## src/rtl/core/murmur2_hash_stream_unit_assert.svh

```systemverilog
// ----------------------------------------------------------------------------
// MurmurHash2 stream unit assertion macros
// Shared concurrent assertion forms used by the hash engine.
// ----------------------------------------------------------------------------
`ifndef MURMUR2_HASH_STREAM_UNIT_ASSERT_SVH
`define MURMUR2_HASH_STREAM_UNIT_ASSERT_SVH

// Same-cycle implication, checked outside reset.
`define MHS_ASSERT_IMPLY(lbl, ante, cons, msg) \
  lbl: assert property (@(posedge clk) disable iff (!rst_n) (ante) |-> (cons)) \
    else $error(msg);

// Next-cycle implication, checked outside reset.
`define MHS_ASSERT_NEXT(lbl, ante, cons, msg) \
  lbl: assert property (@(posedge clk) disable iff (!rst_n) (ante) |=> (cons)) \
    else $error(msg);

`endif

```

## src/rtl/core/mhs_pkg.sv

```systemverilog
// ----------------------------------------------------------------------------
// MurmurHash2 stream package
// Constants, field widths and shared types of the hash stream unit.
// ----------------------------------------------------------------------------
package mhs_pkg;

  localparam int unsigned WORD_W     = 32;
  localparam int unsigned NBYTES_W   = 3;
  localparam int unsigned IN_TDATA_W = 72;

  localparam logic [WORD_W-1:0] MIX_MULT   = 32'h5bd1_e995;
  localparam logic [WORD_W-1:0] SEED_RESET = 32'd5381;
  localparam int unsigned KEY_SHIFT   = 24;
  localparam int unsigned FIN_SHIFT_A = 13;
  localparam int unsigned FIN_SHIFT_B = 15;

  localparam int unsigned QUEUE_DEPTH = 2;
  localparam int unsigned QUEUE_AW    = $clog2(QUEUE_DEPTH);

  localparam logic [NBYTES_W-1:0] NBYTES_FULL = 3'd4;

  typedef enum logic [1:0] {
    KIND_NONE,
    KIND_FULL,
    KIND_TAIL
  } kind_t;

  typedef enum logic [2:0] {
    ST_IDLE,
    ST_KEY_A,
    ST_KEY_B,
    ST_HASH,
    ST_TAIL,
    ST_FIN,
    ST_OUT
  } state_t;

  typedef struct packed {
    logic [WORD_W-1:0] word;
    logic [WORD_W-1:0] seed;
    kind_t             kind;
    logic              first;
    logic              last;
  } entry_t;

endpackage

```

## src/rtl/core/mhs_front.sv

```systemverilog
// ----------------------------------------------------------------------------
// MurmurHash2 stream front end
// Holds the seed register, classifies each input word and masks tail bytes.
// ----------------------------------------------------------------------------
module mhs_front (
  input  logic                      clk,
  input  logic                      rst_n,
  input  logic                      cfg_wr_en,
  input  logic [mhs_pkg::WORD_W-1:0] cfg_wr_data,
  input  logic [mhs_pkg::WORD_W-1:0] data_word,
  input  logic [mhs_pkg::NBYTES_W-1:0] valid_bytes,
  input  logic                      first_item,
  input  logic                      last_item,
  input  logic [mhs_pkg::WORD_W-1:0] total_length,
  output mhs_pkg::entry_t           entry
);

  logic [mhs_pkg::WORD_W-1:0] seed_r;
  logic [mhs_pkg::WORD_W-1:0] seed_nxt;

  always_comb begin
    seed_nxt = cfg_wr_en ? cfg_wr_data : seed_r;
  end

  always_ff @(posedge clk) begin
    if (!rst_n) begin
      seed_r <= mhs_pkg::SEED_RESET;
    end else begin
      seed_r <= seed_nxt;
    end
  end

  always_comb begin
    entry.seed  = seed_r ^ total_length;
    entry.first = first_item;
    entry.last  = last_item;
    entry.word  = data_word;
    if (valid_bytes >= mhs_pkg::NBYTES_FULL) begin
      entry.kind = mhs_pkg::KIND_FULL;
    end else if (valid_bytes == '0) begin
      entry.kind = mhs_pkg::KIND_NONE;
    end else begin
      entry.kind = mhs_pkg::KIND_TAIL;
      unique case (valid_bytes[1:0])
        2'd1:    entry.word = {24'd0, data_word[7:0]};
        2'd2:    entry.word = {16'd0, data_word[15:0]};
        default: entry.word = {8'd0, data_word[23:0]};
      endcase
    end
  end

endmodule

```

## src/rtl/core/mhs_queue.sv

```systemverilog
// ----------------------------------------------------------------------------
// MurmurHash2 stream queue
// Small FIFO of classified words between the front end and the hash engine.
// ----------------------------------------------------------------------------
module mhs_queue (
  input  logic            clk,
  input  logic            rst_n,
  input  logic            push,
  input  mhs_pkg::entry_t push_entry,
  output logic            push_ready,
  input  logic            pop,
  output logic            pop_valid,
  output mhs_pkg::entry_t head
);

  mhs_pkg::entry_t slot_r [mhs_pkg::QUEUE_DEPTH];

  logic [mhs_pkg::QUEUE_AW-1:0] wr_ptr_r;
  logic [mhs_pkg::QUEUE_AW-1:0] wr_ptr_nxt;
  logic [mhs_pkg::QUEUE_AW-1:0] rd_ptr_r;
  logic [mhs_pkg::QUEUE_AW-1:0] rd_ptr_nxt;
  logic [mhs_pkg::QUEUE_AW:0]   count_r;
  logic [mhs_pkg::QUEUE_AW:0]   count_nxt;

  assign push_ready = (count_r != (mhs_pkg::QUEUE_AW+1)'(mhs_pkg::QUEUE_DEPTH));
  assign pop_valid  = (count_r != '0);
  assign head       = slot_r[rd_ptr_r];

  always_comb begin
    wr_ptr_nxt = push ? wr_ptr_r + 1'b1 : wr_ptr_r;
    rd_ptr_nxt = pop ? rd_ptr_r + 1'b1 : rd_ptr_r;
    count_nxt  = count_r;
    if (push && !pop) begin
      count_nxt = count_r + 1'b1;
    end else if (pop && !push) begin
      count_nxt = count_r - 1'b1;
    end
  end

  always_ff @(posedge clk) begin
    if (!rst_n) begin
      wr_ptr_r <= '0;
      rd_ptr_r <= '0;
      count_r  <= '0;
    end else begin
      wr_ptr_r <= wr_ptr_nxt;
      rd_ptr_r <= rd_ptr_nxt;
      count_r  <= count_nxt;
    end
  end

  always_ff @(posedge clk) begin
    if (push) begin
      slot_r[wr_ptr_r] <= push_entry;
    end
  end

endmodule

```

## src/rtl/core/mhs_back.sv

```systemverilog
// ----------------------------------------------------------------------------
// MurmurHash2 stream hash engine
// Mixes queued words with one shared multiplier and finalizes each message.
// ----------------------------------------------------------------------------
module mhs_back (
  input  logic                       clk,
  input  logic                       rst_n,
  input  logic                       q_valid,
  input  mhs_pkg::entry_t            head,
  output logic                       q_pop,
  output logic                       out_valid,
  input  logic                       out_ready,
  output logic [mhs_pkg::WORD_W-1:0] out_hash,
  output logic                       out_err
);

  mhs_pkg::state_t state_r;
  mhs_pkg::state_t state_nxt;

  logic [mhs_pkg::WORD_W-1:0] h_r;
  logic [mhs_pkg::WORD_W-1:0] h_nxt;
  logic [mhs_pkg::WORD_W-1:0] k_r;
  logic [mhs_pkg::WORD_W-1:0] k_nxt;
  logic                       last_r;
  logic                       last_nxt;
  logic                       ps_r;
  logic                       ps_nxt;
  logic                       out_valid_r;
  logic                       out_valid_nxt;
  logic [mhs_pkg::WORD_W-1:0] out_hash_r;
  logic [mhs_pkg::WORD_W-1:0] out_hash_nxt;
  logic                       out_err_r;
  logic                       out_err_nxt;

  logic [mhs_pkg::WORD_W-1:0]   mul_a;
  logic [2*mhs_pkg::WORD_W-1:0] mul_full;
  logic [mhs_pkg::WORD_W-1:0]   mul_p;

  assign out_valid = out_valid_r;
  assign out_hash  = out_hash_r;
  assign out_err   = out_err_r;

  always_comb begin
    unique case (state_r)
      mhs_pkg::ST_KEY_B: mul_a = k_r ^ (k_r >> mhs_pkg::KEY_SHIFT);
      mhs_pkg::ST_TAIL:  mul_a = h_r ^ k_r;
      mhs_pkg::ST_FIN:   mul_a = h_r ^ (h_r >> mhs_pkg::FIN_SHIFT_A);
      mhs_pkg::ST_KEY_A: mul_a = k_r;
      default:           mul_a = h_r;
    endcase
    mul_full = (2*mhs_pkg::WORD_W)'(mul_a) * (2*mhs_pkg::WORD_W)'(mhs_pkg::MIX_MULT);
    mul_p    = mul_full[mhs_pkg::WORD_W-1:0];
  end

  always_comb begin
    state_nxt     = state_r;
    h_nxt         = h_r;
    k_nxt         = k_r;
    last_nxt      = last_r;
    ps_nxt        = ps_r;
    q_pop         = 1'b0;
    out_valid_nxt = out_valid_r & ~out_ready;
    out_hash_nxt  = out_hash_r;
    out_err_nxt   = out_err_r;
    unique case (state_r)
      mhs_pkg::ST_IDLE: begin
        if (q_valid) begin
          q_pop    = 1'b1;
          h_nxt    = head.first ? head.seed : h_r;
          k_nxt    = head.word;
          last_nxt = head.last;
          ps_nxt   = (head.first ? 1'b0 : ps_r) |
                     ((head.kind == mhs_pkg::KIND_TAIL) & ~head.last);
          unique case (head.kind)
            mhs_pkg::KIND_FULL: state_nxt = mhs_pkg::ST_KEY_A;
            mhs_pkg::KIND_TAIL: state_nxt = mhs_pkg::ST_TAIL;
            default:            state_nxt = head.last ? mhs_pkg::ST_FIN : mhs_pkg::ST_IDLE;
          endcase
        end
      end
      mhs_pkg::ST_KEY_A: begin
        k_nxt     = mul_p;
        state_nxt = mhs_pkg::ST_KEY_B;
      end
      mhs_pkg::ST_KEY_B: begin
        k_nxt     = mul_p;
        state_nxt = mhs_pkg::ST_HASH;
      end
      mhs_pkg::ST_HASH: begin
        h_nxt     = mul_p ^ k_r;
        state_nxt = last_r ? mhs_pkg::ST_FIN : mhs_pkg::ST_IDLE;
      end
      mhs_pkg::ST_TAIL: begin
        h_nxt     = mul_p;
        state_nxt = last_r ? mhs_pkg::ST_FIN : mhs_pkg::ST_IDLE;
      end
      mhs_pkg::ST_FIN: begin
        k_nxt     = mul_p;
        state_nxt = mhs_pkg::ST_OUT;
      end
      mhs_pkg::ST_OUT: begin
        if (!out_valid_r || out_ready) begin
          out_valid_nxt = 1'b1;
          out_hash_nxt  = k_r ^ (k_r >> mhs_pkg::FIN_SHIFT_B);
          out_err_nxt   = ps_r;
          state_nxt     = mhs_pkg::ST_IDLE;
        end
      end
      default: state_nxt = mhs_pkg::ST_IDLE;
    endcase
  end

  always_ff @(posedge clk) begin
    if (!rst_n) begin
      state_r     <= mhs_pkg::ST_IDLE;
      h_r         <= '0;
      ps_r        <= 1'b0;
      last_r      <= 1'b0;
      out_valid_r <= 1'b0;
    end else begin
      state_r     <= state_nxt;
      h_r         <= h_nxt;
      ps_r        <= ps_nxt;
      last_r      <= last_nxt;
      out_valid_r <= out_valid_nxt;
    end
  end

  always_ff @(posedge clk) begin
    k_r        <= k_nxt;
    out_hash_r <= out_hash_nxt;
    out_err_r  <= out_err_nxt;
  end

`include "murmur2_hash_stream_unit_assert.svh"

  `MHS_ASSERT_NEXT(a_key_seq, state_r == mhs_pkg::ST_KEY_A, state_r == mhs_pkg::ST_KEY_B, "key mix out of sequence")
  `MHS_ASSERT_NEXT(a_fin_seq, state_r == mhs_pkg::ST_FIN, state_r == mhs_pkg::ST_OUT, "finalize not followed by output")
  `MHS_ASSERT_NEXT(a_out_load, (state_r == mhs_pkg::ST_OUT) && (!out_valid_r || out_ready), out_valid_r, "result not loaded")
  `MHS_ASSERT_NEXT(a_seed_load, q_pop && head.first, h_r == $past(head.seed), "hash not seeded on first word")

endmodule

```

## src/rtl/core/murmur2_hash_stream_unit.sv

```systemverilog
// ----------------------------------------------------------------------------
// MurmurHash2 stream unit
// Streaming 32-bit MurmurHash2 over little-endian words, one hash per message.
// ----------------------------------------------------------------------------
//  Channel  Direction  Contents
//  in_*     slave      tdata: data_word, valid_bytes, total_length; tuser: first; tlast: last
//  out_*    master     tdata: hash_value; tuser: framing_error
//  cfg_*    write      hash_seed
//
// A full word steps through KEY_A, KEY_B and HASH, a tail word through TAIL, and a word with no
// bytes stays in IDLE; a last word adds FIN and OUT. The single shared multiplier sets these steps.
// Reset clears the running hash and the error flag and loads the seed with 5381.
// A two-entry queue lets input continue while the engine works or the output stalls.
module murmur2_hash_stream_unit (
  input  logic                           clk,
  input  logic                           rst_n,
  input  logic                           cfg_wr_en,
  input  logic [mhs_pkg::WORD_W-1:0]     cfg_wr_data,
  input  logic                           in_tvalid,
  output logic                           in_tready,
  // data_word [31:0], valid_bytes [34:32], total_length [66:35], zero pad above.
  input  logic [mhs_pkg::IN_TDATA_W-1:0] in_tdata,
  // first_item.
  input  logic                           in_tuser,
  input  logic                           in_tlast,
  output logic                           out_tvalid,
  input  logic                           out_tready,
  // hash_value [31:0].
  output logic [mhs_pkg::WORD_W-1:0]     out_tdata,
  // framing_error.
  output logic                           out_tuser
);

  mhs_pkg::entry_t fe_entry;
  mhs_pkg::entry_t q_head;
  logic            q_ready;
  logic            q_valid;
  logic            q_pop;

  assign in_tready = q_ready;

  mhs_front u_front (
    .clk          (clk),
    .rst_n        (rst_n),
    .cfg_wr_en    (cfg_wr_en),
    .cfg_wr_data  (cfg_wr_data),
    .data_word    (in_tdata[31:0]),
    .valid_bytes  (in_tdata[34:32]),
    .first_item   (in_tuser),
    .last_item    (in_tlast),
    .total_length (in_tdata[66:35]),
    .entry        (fe_entry)
  );

  mhs_queue u_queue (
    .clk        (clk),
    .rst_n      (rst_n),
    .push       (in_tvalid & q_ready),
    .push_entry (fe_entry),
    .push_ready (q_ready),
    .pop        (q_pop),
    .pop_valid  (q_valid),
    .head       (q_head)
  );

  mhs_back u_back (
    .clk       (clk),
    .rst_n     (rst_n),
    .q_valid   (q_valid),
    .head      (q_head),
    .q_pop     (q_pop),
    .out_valid (out_tvalid),
    .out_ready (out_tready),
    .out_hash  (out_tdata),
    .out_err   (out_tuser)
  );

endmodule

```

## config.mk

```make
export PLATFORM = sky130hd
export DESIGN_NAME = murmur2_hash_stream_unit
export DESIGN_NICKNAME = d
export VERILOG_FILES = /design/src/rtl/core/mhs_pkg.sv /design/src/rtl/core/mhs_front.sv /design/src/rtl/core/mhs_queue.sv /design/src/rtl/core/mhs_back.sv /design/src/rtl/core/murmur2_hash_stream_unit.sv
export VERILOG_INCLUDE_DIRS = /design/src /design/src/rtl/core
export SDC_FILE = /design/constraint.sdc
export NUM_CORES = 1
export LEC_CHECK = 0
export BUFFER_PORTS_ARGS = -buffer_cell sky130_fd_sc_hd__buf_2
export CAP_MARGIN = 10
export CORE_UTILIZATION = 45
export CTS_BUF_LIST = sky130_fd_sc_hd__clkbuf_2 sky130_fd_sc_hd__clkbuf_4 sky130_fd_sc_hd__clkbuf_8
export DETAILED_ROUTE_END_ITERATION = 10
export HOLD_SLACK_MARGIN = 0.1
export PLACE_DENSITY = 0.7
export SETUP_SLACK_MARGIN = 0.5
export SLEW_MARGIN = 20
export SYNTH_ARGS = -nofsm -noshare
export SYNTH_HDL_FRONTEND = slang
export SYNTH_HIERARCHICAL = 1
export SYNTH_SLANG_ARGS = --single-unit
```

## constraint.sdc

```tcl
create_clock -name clk -period 8.69 [get_ports clk]
set_input_delay 1.738 -clock clk [delete_from_list [all_inputs] [get_ports clk]]
set_output_delay 1.738 -clock clk [all_outputs]
set_load 0.005 [all_outputs]
```

# [After elaboration in Yosys (flattened, before gate mapping)]
# Memories as Yosys holds them, arrays and structs flattened. A register that Yosys moved wholly into a read port is not among the register bits.
# Cells that the tools add are included.
[totals] ramBits=136 elab_cells=92 out_inout_bits=35 reg_bits=139 mem_count=1 in_bits=111
[classes] multipliers=1 order_cmp=1 muxes=28 n_addsub=4 n_reduce_logical=19 n_bitwise=12 n_eq_ne=14
[mem_list] name="u_queue.slot_r" words=2 width=68 read_ports=1 rd_ports_with_merged_regs=1 write_ports=1 line="mhs_queue.sv:16" text="mhs_pkg::entry_t slot_r [mhs_pkg::QUEUE_DEPTH];"
[op_table] op="32-bit 2-to-1 mux" count=5
[op_table] op="32-bit one-hot mux with 4 select lines" count=1
[op_table] op="32-bit one-hot mux with 3 select lines" count=1
[op_table] op="32-bit XOR" count=3
[op_table] op="32-bit one-hot mux with 2 select lines" count=1
[op_table] op="24-bit one-hot mux with 2 select lines" count=1
[op_table] op="32-bit by 31-bit multiplier with 32-bit output (second input constant)" count=1
[op_table] op="32-bit by 17-bit XOR with 32-bit output" count=1
[op_table] op="32-bit by 19-bit XOR with 32-bit output" count=1
[op_table] op="32-bit by 8-bit XOR with 32-bit output" count=1
[op_table] op="3-bit one-hot mux with 6 select lines" count=1
[op_table] op="3-bit 2-to-1 mux" count=4
[op_table] op="3-bit == test (second input constant)" count=3
[op_table] op="1-bit 2-to-1 mux" count=9
[op_table] op="2-bit 2-to-1 mux" count=4
[op_table] op="2-bit AND reduction" count=4
[op_table] op="3-bit by 2-bit == test with 1-bit output (second input constant)" count=2
[op_table] op="3-bit logical NOT" count=2
[op_table] op="3-bit one-hot mux with 2 select lines" count=1
[op_table] op="2-bit nonzero test" count=3
[op_table] op="2-bit by 1-bit == test with 1-bit output (second input constant)" count=2
[op_table] op="2-bit == test (second input constant)" count=2
[op_table] op="2-bit by 1-bit inequality test with 1-bit output (second input constant)" count=2
[op_table] op="2-bit inequality test (second input constant)" count=2
[op_table] op="other kinds (15)" count=22

# [Depth between registers and ports, before layout]
[logic_depth] ltp_word=6 ltp_mapped=36

# [Cells and area by module]
# Netlist, hierarchy kept.
[by_module_without_submodules] module="mhs_back" area_per_inst_um2=15491.1 n_inst=1 cells_each=1757
[by_module_without_submodules] module="mhs_queue" area_per_inst_um2=5216.3 n_inst=1 cells_each=234
[by_module_without_submodules] module="mhs_front" area_per_inst_um2=1783.0 n_inst=1 cells_each=177
[by_module_without_submodules] module="murmur2_hash_stream_unit" area_per_inst_um2=6.3 n_inst=1 cells_each=1

# [Worst setup path after synthesis]
# OpenSTA, ideal clock, no wires.
[synth_timing] path_kind="flip-flop to flip-flop" from="reg u_back.state_r[2]" to="reg u_back/h_r[31] in the netlist's numbering" arrival_time_ns=8.613 setup_time_ns=0.137 setup_slack_ns=-0.060 synth_period_minus_slack_ns=8.750 path_stages_with_launch=35 path_cell_list="dfxtp_1 > buf_2 > buf_2 > buf_1 > clkbuf_1 > clkbuf_1 > o211ai_1 > o21ai_0 > nor2_1 > nor3_1 > ha_1 > ha_1 > fa_1 > inv_1 > fa_1 > inv_1 > fa_1 > inv_1 > fa_1 > inv_1 > fa_1 > inv_1 > fa_1 > inv_1 > ha_1 > nand2_1 > o211a_1 > nor3_1 > a221oi_1 > o21ai_0 > a31oi_1 > o311ai_1 > xnor3_1 > nor3_1 > a311oi_1"
[synth_via] elab_chain_cells=5 word_cells_on_any_way=14 cone_classes="mul (1); eq/ne (7); mux (2); bitwise (1); reduce/logical (3)"
[synth_rtl] element="start: declaration" line="mhs_back.sv:17" text="mhs_pkg::state_t state_r;"
[synth_rtl] element="start signal: assignment" line="mhs_back.sv:115" text="state_r <= mhs_pkg::ST_IDLE;"
[synth_rtl] element="start signal: assignment" line="mhs_back.sv:121" text="state_r <= state_nxt;"
[synth_rtl] element="3-bit by 1-bit == test with 1-bit output (tied with other cells)" line="mhs_back.sv:44" text="unique case (state_r)"
[synth_rtl] element="32-bit one-hot mux with 4 select lines" line="mhs_back.sv:44"
[synth_rtl] element="32-bit by 31-bit multiplier with 32-bit output" line="mhs_back.sv:51" text="mul_full = (2*mhs_pkg::WORD_W)'(mul_a) * (2*mhs_pkg::WORD_W)'(mhs_pkg::MIX_MULT);"
[synth_rtl] element="32-bit XOR" line="mhs_back.sv:90" text="h_nxt = mul_p ^ k_r;"
[synth_rtl] element="32-bit one-hot mux with 3 select lines" line="mhs_back.sv:65" text="unique case (state_r)"
[synth_rtl] element="end signal: assignment" line="mhs_back.sv:122" text="h_r <= h_nxt;"
[synth_rtl] element="end: declaration" line="mhs_back.sv:20" text="logic [mhs_pkg::WORD_W-1:0] h_r;"
# Several ways; a longest one is shown, not always the timed one.
# A chain may end at the register's enable or synchronous reset.

# [Worst setup path in the final report]
[layout_timing] from="reg u_back.state_r[1]" to="reg u_back/k_r[31] in the netlist's numbering (data pin)"
[layout_via] elab_chain_cells=4 word_cells_on_any_way=9 cone_classes="mul (1); eq/ne (4); mux (2); reduce/logical (2)"
[layout_rtl] element="3-bit by 1-bit == test with 1-bit output (tied with other cells)" line="mhs_back.sv:44, mhs_back.sv:65"
[layout_rtl] element="32-bit one-hot mux with 4 select lines" line="mhs_back.sv:44"
[layout_rtl] element="32-bit by 31-bit multiplier with 32-bit output" line="mhs_back.sv:51"
[layout_rtl] element="32-bit one-hot mux with 2 select lines (*)" line="mhs_back.sv:65"
[layout_rtl] element="via u_back.k_nxt, one bit" line="mhs_back.sv:23" text="logic [mhs_pkg::WORD_W-1:0] k_nxt;"
[layout_rtl] element="end signal: assignment" line="mhs_back.sv:130" text="k_r <= k_nxt;"
[layout_rtl] element="end: declaration" line="mhs_back.sv:22" text="logic [mhs_pkg::WORD_W-1:0] k_r;"
# The timed path passes the listed nets; every way through them passes the cells marked *.

==> results_dict.tcl <==
set metrics [dict create \
    min_period_ns 7.98 \
    slew_viol_final 0 \
    dp_hpwl_um 47500 \
    rrSetupSlack_ns 0.71 \
    grtUsageTotal 0.240 \
    worstSetupPathType "flip-flop to flip-flop" \
    ff2ff_path_depth 27 \
    vias_per_cell 5.40 \
    fin_skew_ns 0.0511 \
    async_flop_share 0 \
    start_util 0.458 \
    cts.sinks 276 \
    hold_start "u_back/ps_r" \
    ys_seq_area_frac 0.335 \
    crit_path_end_kind "flip-flop" \
    pre_cts_slack_ns 0.343 \
    ys_ff_latch 276 \
    crit_required_ns 9.06 \
    timing.rr.end "u_back/k_r[31]" \
    synth_nets 2678 \
    clock_latency_ns 0.63 \
    fin_crit_sh 0.918 \
    yosys.area.top_type "edfxtp_1" \
    drtAntennaViolNets 0 \
    layout.nets 2844 \
    synth.top_cell.area_share 0.268 \
    drt_iter0_markers 1199 \
    netlist_area_mm2 0.0225 \
    grt_setup_unrepaired "true" \
    wl_per_cell_um 19.8 \
    antenna_found_initial 0 \
    clock_tree.root_cell "clkbuf_8" \
    synthCells 2169 \
    dr_wl_met3_um 4320 \
    grt_pass1_vias 16600 \
    wirelength_um 60000 \
    worstHoldPathType "flip-flop to flip-flop" \
    port_buffers 140 \
    yosysMostFrequentCell "inv_1" \
    die_h_um 226 \
    hold_buffers 0 \
    h-tree-depth 2 \
    worstHoldEndpoint "u_back/out_err" \
    grt_pass1_wl_um 92700 \
    rr_startpoint "u_back/state_r[1]" \
    wl_met1_um 25700 \
    tightest_slew_ns 1.01 \
    drcViolationCount 0 \
    final.setup.tns_ns 0 \
    whs_ns 0.460 \
    cp_slowest_stage_delay_ns 0.54 \
    synth.avg_cell_area_um2 10.4 \
    vias 16400 \
    fmax_mhz 125 \
    core_mm2 0.0492 \
    tritoncts "yes" \
    cts.path.max_buffers 3 \
    synth_top_cells_by_area "edfxtp_1 (27%), fa_1 (16%), ha_1 (12%)" \
    synthTopCellsByCount "inv_1 (371), ha_1 (220), edfxtp_1 (201)" \
    antennaDiodeCount 0 \
    wl_met2_um 28300 \
    status "finished, final reports clean" \
    cap_viol_max_count 0 \
    relSlewSlack 0.323 \
    fp-row-count 81 \
    crit_arrival_ns 8.36 \
    ys.flop_type "edfxtp_1" \
    layout_setup_ws_ns 0.709 \
    io_pins 146 \
    path_buf_inv 5 \
    gp_congestion 0.964 \
    drt-pass1-iter-count 6 \
    highest_layer "met4" \
    drive_gt1_frac 0.192 \
    hold_violations 0 \
    setup_violations 0 \
    ys_types 75 \
    crit_family "adder cells" \
    grt_overflow 0 \
    syn_to_final_growth_pct 13.3 \
    die_w_um 226 \
    hold_depth 0 \
    ys_warn_count 6 \
    crit_top_cell "fa_1" \
    crit_path_top_delay_cell "fa_1" \
    path_clk_slew_ns 0.06 \
    numCtsBuffers 47 \
    dieArea_mm2 0.0509 \
    cp-start-kind "flip-flop" \
    grt_max_degree 69 \
    critical_path.max_fanout 20 \
    synth_edf_count 201 \
]
## per-stage QoR
step | instance area [um2] | utilization | std cells
floorplan | 22500 | - | 2169
global placement | 24200 | 0.492 | 2940
detailed placement | 24200 | 0.492 | 2940
CTS | 25200 | 0.513 | 3028
global route | 25500 | 0.519 | 3038
finish | 25500 | 0.519 | 3038
## worst max-delay path by stage
stage                      start              to  depth (start not counted)
2_1_floorplan  u_back/state_r[2]  u_back/h_r[31]                         32
3_3_place_gp   u_back/state_r[2]  u_back/k_r[31]                         26
3_5_place_dp   u_back/state_r[2]  u_back/h_r[26]                         29
4_1_cts        u_back/state_r[1]  u_back/h_r[31]                         32
5_1_grt        u_back/state_r[1]  u_back/h_r[31]                         32
6_report       u_back/state_r[1]  u_back/k_r[31]                         27
## routing by layer
metal | vias to the layer above | track usage
li1 | 7608 | -
met1 | 8116 | 0.319
met2 | 580 | 0.391
met3 | 96 | 0.0502
met4 | 0 | 0.0786
met5 | - | 0
## layout make-up
cell class,instances,area [um2]
clock buffers,75,920
clock inverters,13,100
fillers,4387,23700
inverters,374,1400
multi-input cells,1403,13200
flip-flops and latches,276,7550
well taps,664,831
repair buffers,233,1460
## sequential cells by signal, indices dropped and copies added, names as in the netlist, named ones only
name,flops
u_queue/wr_ptr_r,1
u_back/out_valid,1
u_front/seed_r,32
u_back/last_r,1
u_back/out_err,1
u_queue/rd_ptr_r,1
u_queue/count_r,2
u_back/state_r,3
u_back/ps_r,1
u_queue/slot_r,136
u_back/out_hash,32
u_back/k_r,32
u_back/h_r,32
## kinds of logic after synthesis
kind of cell,synth area share
XOR/XNOR,0.0486
buffers and inverters,0.0873
AND/OR/NAND/NOR,0.0873
adder cells (fa/ha/maj),0.281
flip-flops,0.335
multiplexers,0.0562
AO/OA/AOI/OAI,0.105
## cells in the final DEF (no fill, tap or decap), types with 40 or more instances in the layout
master    count
a21oi_1      80
o21ai_0      97
xor2_1       74
xnor2_1      41
dfxtp_1      71
mux2_2       50
nor2b_1      66
buf_4        86
clkbuf_8     57
edfxtp_1    201
inv_1       370
nor2_1       87
nand2_1     117
buf_2       140
ha_1        216
mux2i_1      40
fa_1        177
## what timing repair did
action                     CTS  global route
gates cloned                 0             1
setup endpoints to repair    8            17
pin swaps                    0            10
gates resized for setup      6            45
buffers inserted             0             9
Power is left out: the tool's default activity adds up to more than one toggle a clock period on the data nets, which glitch-free logic cannot reach.
